## config.mk

```make
export PLATFORM = sky130hd
export DESIGN_NAME = interval_sample_statistics_flat
export DESIGN_NICKNAME = d
export VERILOG_FILES = /design/src/hdl/iss_pkg.sv /design/src/hdl/iss_ifs.sv /design/src/hdl/iss_divider.sv /design/src/hdl/interval_sample_statistics.sv /design/src/flat_wrapper.sv
export SDC_FILE = /design/constraint.sdc
export NUM_CORES = 1
export LEC_CHECK = 0
export BUFFER_PORTS_ARGS = -buffer_cell sky130_fd_sc_hd__buf_2
export CAP_MARGIN = 20
export CORE_UTILIZATION = 60
export DETAILED_ROUTE_END_ITERATION = 8
export PLACE_DENSITY = 0.8
export SETUP_SLACK_MARGIN = 0.5
export SYNTH_ARGS = -nofsm -noshare
export SYNTH_HDL_FRONTEND = slang
export SYNTH_SLANG_ARGS = --single-unit
```

## constraint.sdc

```tcl
create_clock -name clk -period 8.3 [get_ports clk]
set_input_delay 0.83 -clock clk [delete_from_list [all_inputs] [get_ports clk]]
set_output_delay 0.83 -clock clk [all_outputs]
set_load 0.02 [all_outputs]
```

## src/hdl/iss_pkg.sv

```systemverilog
// Shared types and constants for the interval sample statistics block.
// No dependencies; every other file of the block imports this package.
`default_nettype none

package iss_pkg;

    localparam int SAMPLE_W        = 32;
    localparam int PEAK_W          = 31;
    localparam int ACTION_W        = 2;
    localparam int DEF_MAX_RECORDS = 64;

    // Command codes carried in the action field
    typedef enum logic [ACTION_W-1:0] {
        ACT_ADD     = 2'd0,
        ACT_ADVANCE = 2'd1,
        ACT_CLEAR   = 2'd2
    } action_t;

    // Status returned by the serial divider
    typedef struct packed {
        logic busy;
        logic done;
    } div_stat_t;

endpackage

`default_nettype wire

```

## src/hdl/iss_ifs.sv

```systemverilog
// Valid/ready channel interfaces for command and result words.
// Depends on iss_pkg for field widths.
`default_nettype none

interface iss_cmd_if
    import iss_pkg::*;
();
    logic                       valid;
    logic                       ready;
    logic [ACTION_W-1:0]        action;
    logic signed [SAMPLE_W-1:0] sample;

    modport source (output valid, action, sample, input ready);
    modport sink   (input valid, action, sample, output ready);
endinterface

interface iss_res_if
    import iss_pkg::*;
#(
    parameter int CNT_W = 7
) ();
    logic                       valid;
    logic                       ready;
    logic                       accepted;
    logic [CNT_W-1:0]           sample_count;
    logic signed [SAMPLE_W-1:0] mean_value;
    logic [PEAK_W-1:0]          max_value;

    modport source (output valid, accepted, sample_count, mean_value, max_value,
                    input ready);
    modport sink   (input valid, accepted, sample_count, mean_value, max_value,
                    output ready);
endinterface

`default_nettype wire

```

## src/hdl/iss_divider.sv

```systemverilog
// Bit-serial restoring divider: one quotient bit per cycle, unsigned operands.
// Depends on iss_pkg for the status struct.
`default_nettype none

module iss_divider
    import iss_pkg::*;
#(
    parameter int SUM_W = 38,
    parameter int CNT_W = 7
) (
    input  wire logic             clk,
    input  wire logic             rst_n,
    input  wire logic             start,
    input  wire logic [SUM_W-1:0] dividend,
    input  wire logic [CNT_W-1:0] divisor,
    output logic      [SUM_W-1:0] quotient,
    output div_stat_t             stat
);

    localparam int STEP_W = $clog2(SUM_W + 1);

    logic [STEP_W-1:0] step_reg, step_next;
    logic              done_reg, done_next;
    logic [SUM_W-1:0]  quo_reg, quo_next;
    logic [CNT_W-1:0]  rem_reg, rem_next;
    logic [CNT_W-1:0]  dvs_reg, dvs_next;

    logic [CNT_W:0]    rem_shift;
    logic [CNT_W:0]    rem_diff;
    logic              fits;
    logic              busy;

    assign busy = (step_reg != '0);

    // One restoring step: bring in the next dividend bit, subtract if it fits
    always_comb
    begin
        rem_shift = {rem_reg, quo_reg[SUM_W-1]};
        rem_diff  = rem_shift - {1'b0, dvs_reg};
        fits      = (rem_shift >= {1'b0, dvs_reg});
    end

    always_comb
    begin
        step_next = step_reg;
        done_next = 1'b0;
        quo_next  = quo_reg;
        rem_next  = rem_reg;
        dvs_next  = dvs_reg;
        if (start)
        begin
            step_next = STEP_W'(SUM_W);
            quo_next  = dividend;
            rem_next  = '0;
            dvs_next  = divisor;
        end
        else if (busy)
        begin
            step_next = step_reg - STEP_W'(1);
            done_next = (step_reg == STEP_W'(1));
            quo_next  = {quo_reg[SUM_W-2:0], fits};
            rem_next  = fits ? rem_diff[CNT_W-1:0] : rem_shift[CNT_W-1:0];
        end
    end

    // Control
    always_ff @(posedge clk or negedge rst_n)
    begin
        if (!rst_n)
        begin
            step_reg <= '0;
            done_reg <= 1'b0;
        end
        else
        begin
            step_reg <= step_next;
            done_reg <= done_next;
        end
    end

    // Datapath
    always_ff @(posedge clk)
    begin
        quo_reg <= quo_next;
        rem_reg <= rem_next;
        dvs_reg <= dvs_next;
    end

    assign quotient  = quo_reg;
    assign stat.busy = busy;
    assign stat.done = done_reg;

    a_start_idle: assert property (@(posedge clk) disable iff (!rst_n)
        start |-> !busy)
        else $error("divider started while busy");

    a_start_nonzero: assert property (@(posedge clk) disable iff (!rst_n)
        start |-> (divisor != '0))
        else $error("divider started with zero divisor");

    a_rem_bound: assert property (@(posedge clk) disable iff (!rst_n)
        busy |-> (rem_reg < dvs_reg))
        else $error("partial remainder not below divisor");

    a_done_after_busy: assert property (@(posedge clk) disable iff (!rst_n)
        done_reg |-> $past(busy))
        else $error("divider done without a preceding step");

endmodule

`default_nettype wire

```

## src/hdl/interval_sample_statistics.sv

```systemverilog
// Interval sample statistics, top level.
// Depends on iss_pkg, the channel interfaces in iss_ifs and iss_divider.
//
// Usage: each command word (action, sample) on cmd yields one result word on
// result: accepted flag, sample count, mean (truncated toward zero, 0 when
// empty) and maximum (floor 0). Add stores a sample unless MAX_RECORDS are
// held; advance keeps only the newest sample; clear empties everything.
// A command is taken when cmd.ready is high, which is only while no earlier
// command is in progress. State is updated in the cycle of acceptance; the
// mean then comes from a bit-serial divider that steps through the bits of
// the running sum (32 + log2(MAX_RECORDS) bits, 38 at the default).
// After acceptance the word passes through the load, divide and finish steps
// to the output register; the divide step is skipped when the interval is
// empty. A new command is not taken until the previous word has left the
// finish step for the output register.
// The result sits in an output register: the next command is taken while it
// waits. If the receiver stalls still longer, the finished word waits in the
// last step until the register frees, and cmd.ready stays low meanwhile.
// Reset (rst_n, asynchronous, active low) empties the interval and drops
// any word in flight.
`default_nettype none

module interval_sample_statistics
    import iss_pkg::*;
#(
    parameter int MAX_RECORDS = DEF_MAX_RECORDS,
    parameter int CNT_W       = $clog2(MAX_RECORDS + 1)
) (
    input  wire logic clk,
    input  wire logic rst_n,
    iss_cmd_if.sink   cmd,
    iss_res_if.source result
);

    localparam int SUM_W = SAMPLE_W + $clog2(MAX_RECORDS);

    typedef enum logic [3:0] {
        S_IDLE   = 4'b0001,
        S_LOAD   = 4'b0010,
        S_DIVIDE = 4'b0100,
        S_FINISH = 4'b1000
    } state_t;

    state_t                     state_reg, state_next;
    logic [CNT_W-1:0]           count_reg, count_next;
    logic signed [SUM_W-1:0]    sum_reg, sum_next;
    logic [PEAK_W-1:0]          peak_reg, peak_next;
    logic signed [SAMPLE_W-1:0] newest_reg, newest_next;
    logic                       ok_reg, ok_next;

    logic                       out_valid_reg, out_valid_next;
    logic                       out_ok_reg, out_ok_next;
    logic [CNT_W-1:0]           out_count_reg, out_count_next;
    logic signed [SAMPLE_W-1:0] out_mean_reg, out_mean_next;
    logic [PEAK_W-1:0]          out_peak_reg, out_peak_next;

    logic                       take;
    logic                       out_free;
    logic                       div_start;
    logic [SUM_W-1:0]           div_dividend;
    logic [SUM_W-1:0]           div_quotient;
    div_stat_t                  div_stat;
    logic [SAMPLE_W-1:0]        quo_low;

    assign take     = cmd.valid && cmd.ready;
    assign out_free = !out_valid_reg || result.ready;

    // Command decode and interval state update
    always_comb
    begin
        count_next  = count_reg;
        sum_next    = sum_reg;
        peak_next   = peak_reg;
        newest_next = newest_reg;
        ok_next     = ok_reg;
        if (take)
        begin
            ok_next = 1'b1;
            unique case (action_t'(cmd.action))
                ACT_ADD:
                begin
                    if (count_reg >= CNT_W'(MAX_RECORDS))
                    begin
                        ok_next = 1'b0;
                    end
                    else
                    begin
                        count_next  = count_reg + CNT_W'(1);
                        sum_next    = sum_reg + SUM_W'(cmd.sample);
                        newest_next = cmd.sample;
                        if (!cmd.sample[SAMPLE_W-1] && (cmd.sample[PEAK_W-1:0] > peak_reg))
                        begin
                            peak_next = cmd.sample[PEAK_W-1:0];
                        end
                    end
                end
                ACT_ADVANCE:
                begin
                    if (count_reg != '0)
                    begin
                        count_next = CNT_W'(1);
                        sum_next   = SUM_W'(newest_reg);
                        peak_next  = newest_reg[SAMPLE_W-1] ? '0 : newest_reg[PEAK_W-1:0];
                    end
                    else
                    begin
                        sum_next    = '0;
                        peak_next   = '0;
                        newest_next = '0;
                    end
                end
                ACT_CLEAR:
                begin
                    count_next  = '0;
                    sum_next    = '0;
                    peak_next   = '0;
                    newest_next = '0;
                end
                default:
                begin
                    ok_next = 1'b1;
                end
            endcase
        end
    end

    // Sequencer: accept, start divide (skipped when empty), wait, hand over to output register
    always_comb
    begin
        state_next = state_reg;
        div_start  = 1'b0;
        unique case (state_reg)
            S_IDLE:
            begin
                if (take)
                begin
                    state_next = S_LOAD;
                end
            end
            S_LOAD:
            begin
                if (count_reg != '0)
                begin
                    div_start  = 1'b1;
                    state_next = S_DIVIDE;
                end
                else
                begin
                    state_next = S_FINISH;
                end
            end
            S_DIVIDE:
            begin
                if (div_stat.done)
                begin
                    state_next = S_FINISH;
                end
            end
            S_FINISH:
            begin
                if (out_free)
                begin
                    state_next = S_IDLE;
                end
            end
            default:
            begin
                state_next = S_IDLE;
            end
        endcase
    end

    // Magnitude of the sum for the divider; sign restored at the end
    assign div_dividend = sum_reg[SUM_W-1] ? SUM_W'(-sum_reg) : SUM_W'(sum_reg);
    assign quo_low      = div_quotient[SAMPLE_W-1:0];

    // Output register
    always_comb
    begin
        out_valid_next = out_valid_reg;
        out_ok_next    = out_ok_reg;
        out_count_next = out_count_reg;
        out_mean_next  = out_mean_reg;
        out_peak_next  = out_peak_reg;
        if (result.ready)
        begin
            out_valid_next = 1'b0;
        end
        if ((state_reg == S_FINISH) && out_free)
        begin
            out_valid_next = 1'b1;
            out_ok_next    = ok_reg;
            out_count_next = count_reg;
            out_peak_next  = peak_reg;
            if (count_reg == '0)
            begin
                out_mean_next = '0;
            end
            else if (sum_reg[SUM_W-1])
            begin
                out_mean_next = -quo_low;
            end
            else
            begin
                out_mean_next = quo_low;
            end
        end
    end

    iss_divider #(
        .SUM_W (SUM_W),
        .CNT_W (CNT_W)
    ) u_divider (
        .clk      (clk),
        .rst_n    (rst_n),
        .start    (div_start),
        .dividend (div_dividend),
        .divisor  (count_reg),
        .quotient (div_quotient),
        .stat     (div_stat)
    );

    // Control and interval state
    always_ff @(posedge clk or negedge rst_n)
    begin
        if (!rst_n)
        begin
            state_reg     <= S_IDLE;
            count_reg     <= '0;
            sum_reg       <= '0;
            peak_reg      <= '0;
            newest_reg    <= '0;
            ok_reg        <= 1'b1;
            out_valid_reg <= 1'b0;
        end
        else
        begin
            state_reg     <= state_next;
            count_reg     <= count_next;
            sum_reg       <= sum_next;
            peak_reg      <= peak_next;
            newest_reg    <= newest_next;
            ok_reg        <= ok_next;
            out_valid_reg <= out_valid_next;
        end
    end

    // Result word payload
    always_ff @(posedge clk)
    begin
        out_ok_reg    <= out_ok_next;
        out_count_reg <= out_count_next;
        out_mean_reg  <= out_mean_next;
        out_peak_reg  <= out_peak_next;
    end

    assign cmd.ready           = (state_reg == S_IDLE);
    assign result.valid        = out_valid_reg;
    assign result.accepted     = out_ok_reg;
    assign result.sample_count = out_count_reg;
    assign result.mean_value   = out_mean_reg;
    assign result.max_value    = out_peak_reg;

    a_count_bound: assert property (@(posedge clk) disable iff (!rst_n)
        count_reg <= CNT_W'(MAX_RECORDS))
        else $error("held count above capacity");

    a_refusal_full: assert property (@(posedge clk) disable iff (!rst_n)
        (out_valid_reg && !out_ok_reg) |-> (out_count_reg == CNT_W'(MAX_RECORDS)))
        else $error("refused word while interval not full");

    a_idle_div_quiet: assert property (@(posedge clk) disable iff (!rst_n)
        (state_reg == S_IDLE) |-> !div_stat.busy)
        else $error("divider busy while idle");

    a_finish_loads: assert property (@(posedge clk) disable iff (!rst_n)
        ((state_reg == S_FINISH) && out_free) |=> (out_valid_reg && (state_reg == S_IDLE)))
        else $error("finished word not loaded into output register");

endmodule

`default_nettype wire
```

## src/flat_wrapper.sv

```systemverilog
// flat-port wrapper written by rule: the top's interface ports become plain ports
module interval_sample_statistics_flat import iss_pkg::*;
#(
    parameter int MAX_RECORDS = DEF_MAX_RECORDS,
    parameter int CNT_W       = $clog2(MAX_RECORDS + 1)
)
  (clk, rst_n, cmd_valid, cmd_action, cmd_sample, cmd_ready, result_valid, result_accepted, result_sample_count, result_mean_value, result_max_value, result_ready);
  iss_cmd_if cmd_i ();
  iss_res_if #(.CNT_W(CNT_W)) result_i ();
  input  wire logic clk;
  input  wire logic rst_n;
  input wire logic [$bits(cmd_i.valid)-1:0] cmd_valid;
  input wire logic [$bits(cmd_i.action)-1:0] cmd_action;
  input wire logic [$bits(cmd_i.sample)-1:0] cmd_sample;
  output wire logic [$bits(cmd_i.ready)-1:0] cmd_ready;
  output wire logic [$bits(result_i.valid)-1:0] result_valid;
  output wire logic [$bits(result_i.accepted)-1:0] result_accepted;
  output wire logic [$bits(result_i.sample_count)-1:0] result_sample_count;
  output wire logic [$bits(result_i.mean_value)-1:0] result_mean_value;
  output wire logic [$bits(result_i.max_value)-1:0] result_max_value;
  input wire logic [$bits(result_i.ready)-1:0] result_ready;
  assign cmd_i.valid = cmd_valid;
  assign cmd_i.action = cmd_action;
  assign cmd_i.sample = cmd_sample;
  assign cmd_ready = cmd_i.ready;
  assign result_valid = result_i.valid;
  assign result_accepted = result_i.accepted;
  assign result_sample_count = result_i.sample_count;
  assign result_mean_value = result_i.mean_value;
  assign result_max_value = result_i.max_value;
  assign result_i.ready = result_ready;
  interval_sample_statistics #(.MAX_RECORDS(MAX_RECORDS), .CNT_W(CNT_W)) u_core (.clk(clk), .rst_n(rst_n), .cmd(cmd_i), .result(result_i));
endmodule
```

==> summary.txt <==
Critical path
  • Slowest cell on the critical path: sky130_fd_sc_hd__fa_1
  • Worst endpoint required time: 8.67 ns
  • Largest delay contributor family on the critical path: compound AO/OA/AOI/OAI gates
  • Endpoint of the lowest-slack register-to-register path: u_core.sum_reg[32]
  • Number of cells traversed by the worst register-to-register path: 11
  • Cell occurring most often along the worst timing path: sky130_fd_sc_hd__a311oi_1
  • Kind of end point of the critical path: register
  • Setup slack of the worst register-to-register path: 4.98 ns
  • Crit path largest cell delay: 0.43 ns
  • Maximum fanout count along the critical path: 4
  • Buffers and inverters on the worst path: 1
  • Crit path launch type: input pin
  • Launch instance of the worst register-to-register path: u_core.sum_reg[0]
  • Critical path cell sequence: buf_2 -> ha_1 -> fa_1 -> a211oi_1 -> o21ai_0 -> nand3_1 -> nand4b_1 -> a311oi_1 -> nor3_1 -> a311oi_1 -> xor2_1 -> a21oi_1
  • Worst setup path category: in2reg
  • Arrival time worst endpoint: 3.69 ns

Finish
  • Nets: 1,643
  • Fillers: ~1,700
  • Synth-to-Final Area Change: 11.7%
  • Final non-filler cell total: around 1,800
  • Sequential standard cell area: 6660 um^2
  • Layout cell share with drive strength beyond 1: a little under an eighth
  • Number of diodes: 0
  • Multi-input combinational cell area: around 6700 um^2

Power and ir drop
  • Leakage: a little under 7 nW
  • Share of power burned in registers: 39.7%
  • Fraction of power spent switching nets: 40.6%
  • Part of the total power dissipated in combinational logic: 41.4%
  • Clock network fraction of total power: between 10% and 20%
  • Power density over the cells: 374 nW/um^2
  • Int Power: 3.43 mW
  • VDD IR-drop max: 212 uV
  • NetSw: 2.35 mW

Synth
  • Leading register cell type out of synthesis: sky130_fd_sc_hd__dfrtp_1
  • Number of enable-type register cells in the synthesized netlist: about 120
  • Average cell area after synthesis: 9.63 um^2
  • Number of storage elements in the synthesis netlist: between 200 and 250
  • Most common cell in the netlist: sky130_fd_sc_hd__nand2_1
  • Yosys cell types: just over 70
  • Most area-consuming cells after synthesis: sky130_fd_sc_hd__edfxtp_1 (25%), sky130_fd_sc_hd__dfrtp_1 (22%), sky130_fd_sc_hd__ha_1 (7.6%)
  • Largest area contributor in the synthesized netlist: sky130_fd_sc_hd__edfxtp_1
  • Synth async-reset ratio: 49.6%
  • Gate Count Post-Synth: 1,436
  • Total number of yosys warnings: 0
  • Yosys top cell area share: 25.2%
  • Most used standard cells in the synthesized netlist: sky130_fd_sc_hd__nand2_1 (207), sky130_fd_sc_hd__o21ai_0 (142), sky130_fd_sc_hd__nor2_1 (120), sky130_fd_sc_hd__dfrtp_1 (119), sky130_fd_sc_hd__edfxtp_1 (116)
  • Total nets after synthesis: 1,560
  • Mapped Area: 13,800 um^2
  • Sequential cell area fraction in the yosys report: 48.1%

STA
  • Final critical delay including setup and external delays: 3.32 ns
  • Max Clock Skew: 0.0138 ns
  • Final worst path period share: roughly 40%
  • Setup violations, final: 0
  • RSZ-0062 raised after global routing: no
  • Max Slew Vio Count: 0
  • Highest Clock Rate: 301 MHz
  • Worst Max-Slew Pin Slew: 1.08 ns
  • Final hold violation count: 0
  • Slew HR: 27.8%
  • Total negative slack for setup checks: 0 ns

Clock tree
  • CTS Root Cell: sky130_fd_sc_hd__clkbuf_16
  • Post-CTS Hold Buffers: 0
  • Number of levels the H-tree was split into: 1
  • Resized Gates After CTS: 0
  • CTS tree: yes
  • # clock sinks: 244
  • Setup bufs post-CTS: 0
  • Latest clock arrival within the worst-skew pair: 0.53 ns
  • Maximum count of clock buffers along a single path: 3
  • Inserted Clock Buffers: 25
  • CTS clk-pin slew, worst paths: 0.07 ns

Global route
  • Maximum number of pins on one net before global-route repair: 80
  • Global-route wire length before repair: approximately 54,000 um
  • Vias in the first global route: 10,700
  • Number of antenna violations at the first check in global routing: 0
  • Congestion Overflow GR: 0
  • Total Routing Usage GR: 28.4%

Detailed routing
  • Routed wire length: roughly 33,000 um
  • Vias after detailed routing: 11,200
  • Via/cell ratio: 6.14
  • Detail-routed net length per standard cell: 18.0 um
  • Number of DRC markers in iteration 0: between 600 and 700
  • Drt first pass iters: 7
  • Final antenna-violating net count: 0
  • Detailed-route DRC error count: 0

Floorplanning
  • Boundary pin count: approximately 110
  • Starting Density: about three fifths
  • Floorplan Core Area: 22,600 um^2
  • Vertical die dimension: 154 um
  • # rows: 55
  • Die X: 154 um
  • Area of the die: 23,700 um^2

Place
  • Placed instance count: ~1,800
  • Final RePlAce weighted congestion: 0.913
  • DPL Wire Length: 22,400 um
  • Number of port buffers: 110

Min path
  • Worst hold path class: in2async

Outcome
  • Result of the run: complete, no violations

Flow run
  • Max-cap violation count: 0
[stage by stage]
| stage | total power, mW | instance area, um^2 | worst slack (ns) | hold WS, ns | util, % |
|---|---|---|---|---|---|
| 6_report | 5.79 | 15500 | 4.98 | 0.379 | 68.3 |
| 5_1_grt | 6.23 | 15500 | 4.74 | 0.463 | 68.3 |
| 2_1_floorplan | 3.99 | 13800 | 3.66 | 0.432 | - |
| 3_5_place_dp | 4.64 | 14600 | 4.55 | 0.453 | 64.6 |
| 4_1_cts | 5.76 | 15400 | 5.06 | 0.413 | 68.1 |
| 3_3_place_gp | 4.50 | 14600 | 4.55 | 0.441 | 64.5 |
[logic make-up after synthesis]
group	count (synthesis)	share of synthesized area, %
AND/OR/NAND/NOR	473	15.9
buffers and inverters	129	3.51
flip-flops	244	48.1
XOR/XNOR	98	6.21
adder cells (fa/ha/maj)	86	7.89
multiplexers	4	0.289
AO/OA/AOI/OAI	402	18.1
[placed cells by master (no fill, tap or decap), types with 10 or more instances in the layout]
cell                        count
sky130_fd_sc_hd__nand2_1      207
sky130_fd_sc_hd__o21ai_0      142
sky130_fd_sc_hd__nor2_1       119
sky130_fd_sc_hd__dfrtp_1      118
sky130_fd_sc_hd__edfxtp_1     116
sky130_fd_sc_hd__buf_2        109
sky130_fd_sc_hd__ha_1          84
sky130_fd_sc_hd__xor2_1        76
sky130_fd_sc_hd__a21oi_1       66
sky130_fd_sc_hd__inv_1         61
sky130_fd_sc_hd__a21o_1        44
sky130_fd_sc_hd__a31oi_1       41
sky130_fd_sc_hd__clkbuf_16     26
sky130_fd_sc_hd__xnor2_1       22
sky130_fd_sc_hd__o31ai_1       19
sky130_fd_sc_hd__nor3_1        18
sky130_fd_sc_hd__a22oi_1       18
sky130_fd_sc_hd__nand2b_1      16
sky130_fd_sc_hd__nand4_1       16
sky130_fd_sc_hd__nand3_1       14
sky130_fd_sc_hd__a211oi_1      13
sky130_fd_sc_hd__buf_4         11
sky130_fd_sc_hd__nor4_1        10
sky130_fd_sc_hd__o41ai_1       10
sky130_fd_sc_hd__nor2b_1       10
[layout make-up]
| type | count | share of cell area, % |
|---|---|---|
| well taps | 285 | 2.31 |
| flip-flops and latches | 244 | 43.1 |
| inverters | 62 | 1.51 |
| repair buffers | 123 | 4.45 |
| clock buffers | 37 | 4.74 |
| clock inverters | 8 | 0.421 |
| multi-input cells | 1063 | 43.5 |
[worst max-delay path by stage]
| stage | from | end | cells after the start |
|---|---|---|---|
| after floorplan | u_core.state_reg[1] | u_core.result.accepted | 3 |
| after global placement | cmd_sample[22] | u_core.peak_reg[3] | 8 |
| after detailed placement | cmd_sample[0] | u_core.sum_reg[32] | 12 |
| after CTS | u_core.count_reg[0] | u_core.u_divider.quotient[37] | 9 |
| after global routing | u_core.sum_reg[0] | u_core.sum_reg[32] | 11 |
| final | cmd_sample[0] | u_core.sum_reg[32] | 12 |
[power groups by stage]
stage	logic, mW	registers (mW)	clock network (mW)
finish	2.39	2.30	1.10
CTS	2.34	2.31	1.11
global route	2.72	2.35	1.16
global placement	2.20	2.30	0
floorplan	1.88	2.11	0
detailed placement	2.31	2.32	0
[routing by layer]
layer	GRT usage [%]	wire [um]	vias to the layer above
met5	0	0	-
met4	10.2	899	0
met3	4.28	2210	68
met2	46.9	15600	406
met1	38.2	14100	5351
li1	-	-	5354
Note: power is estimated with default switching activity, not from simulation.
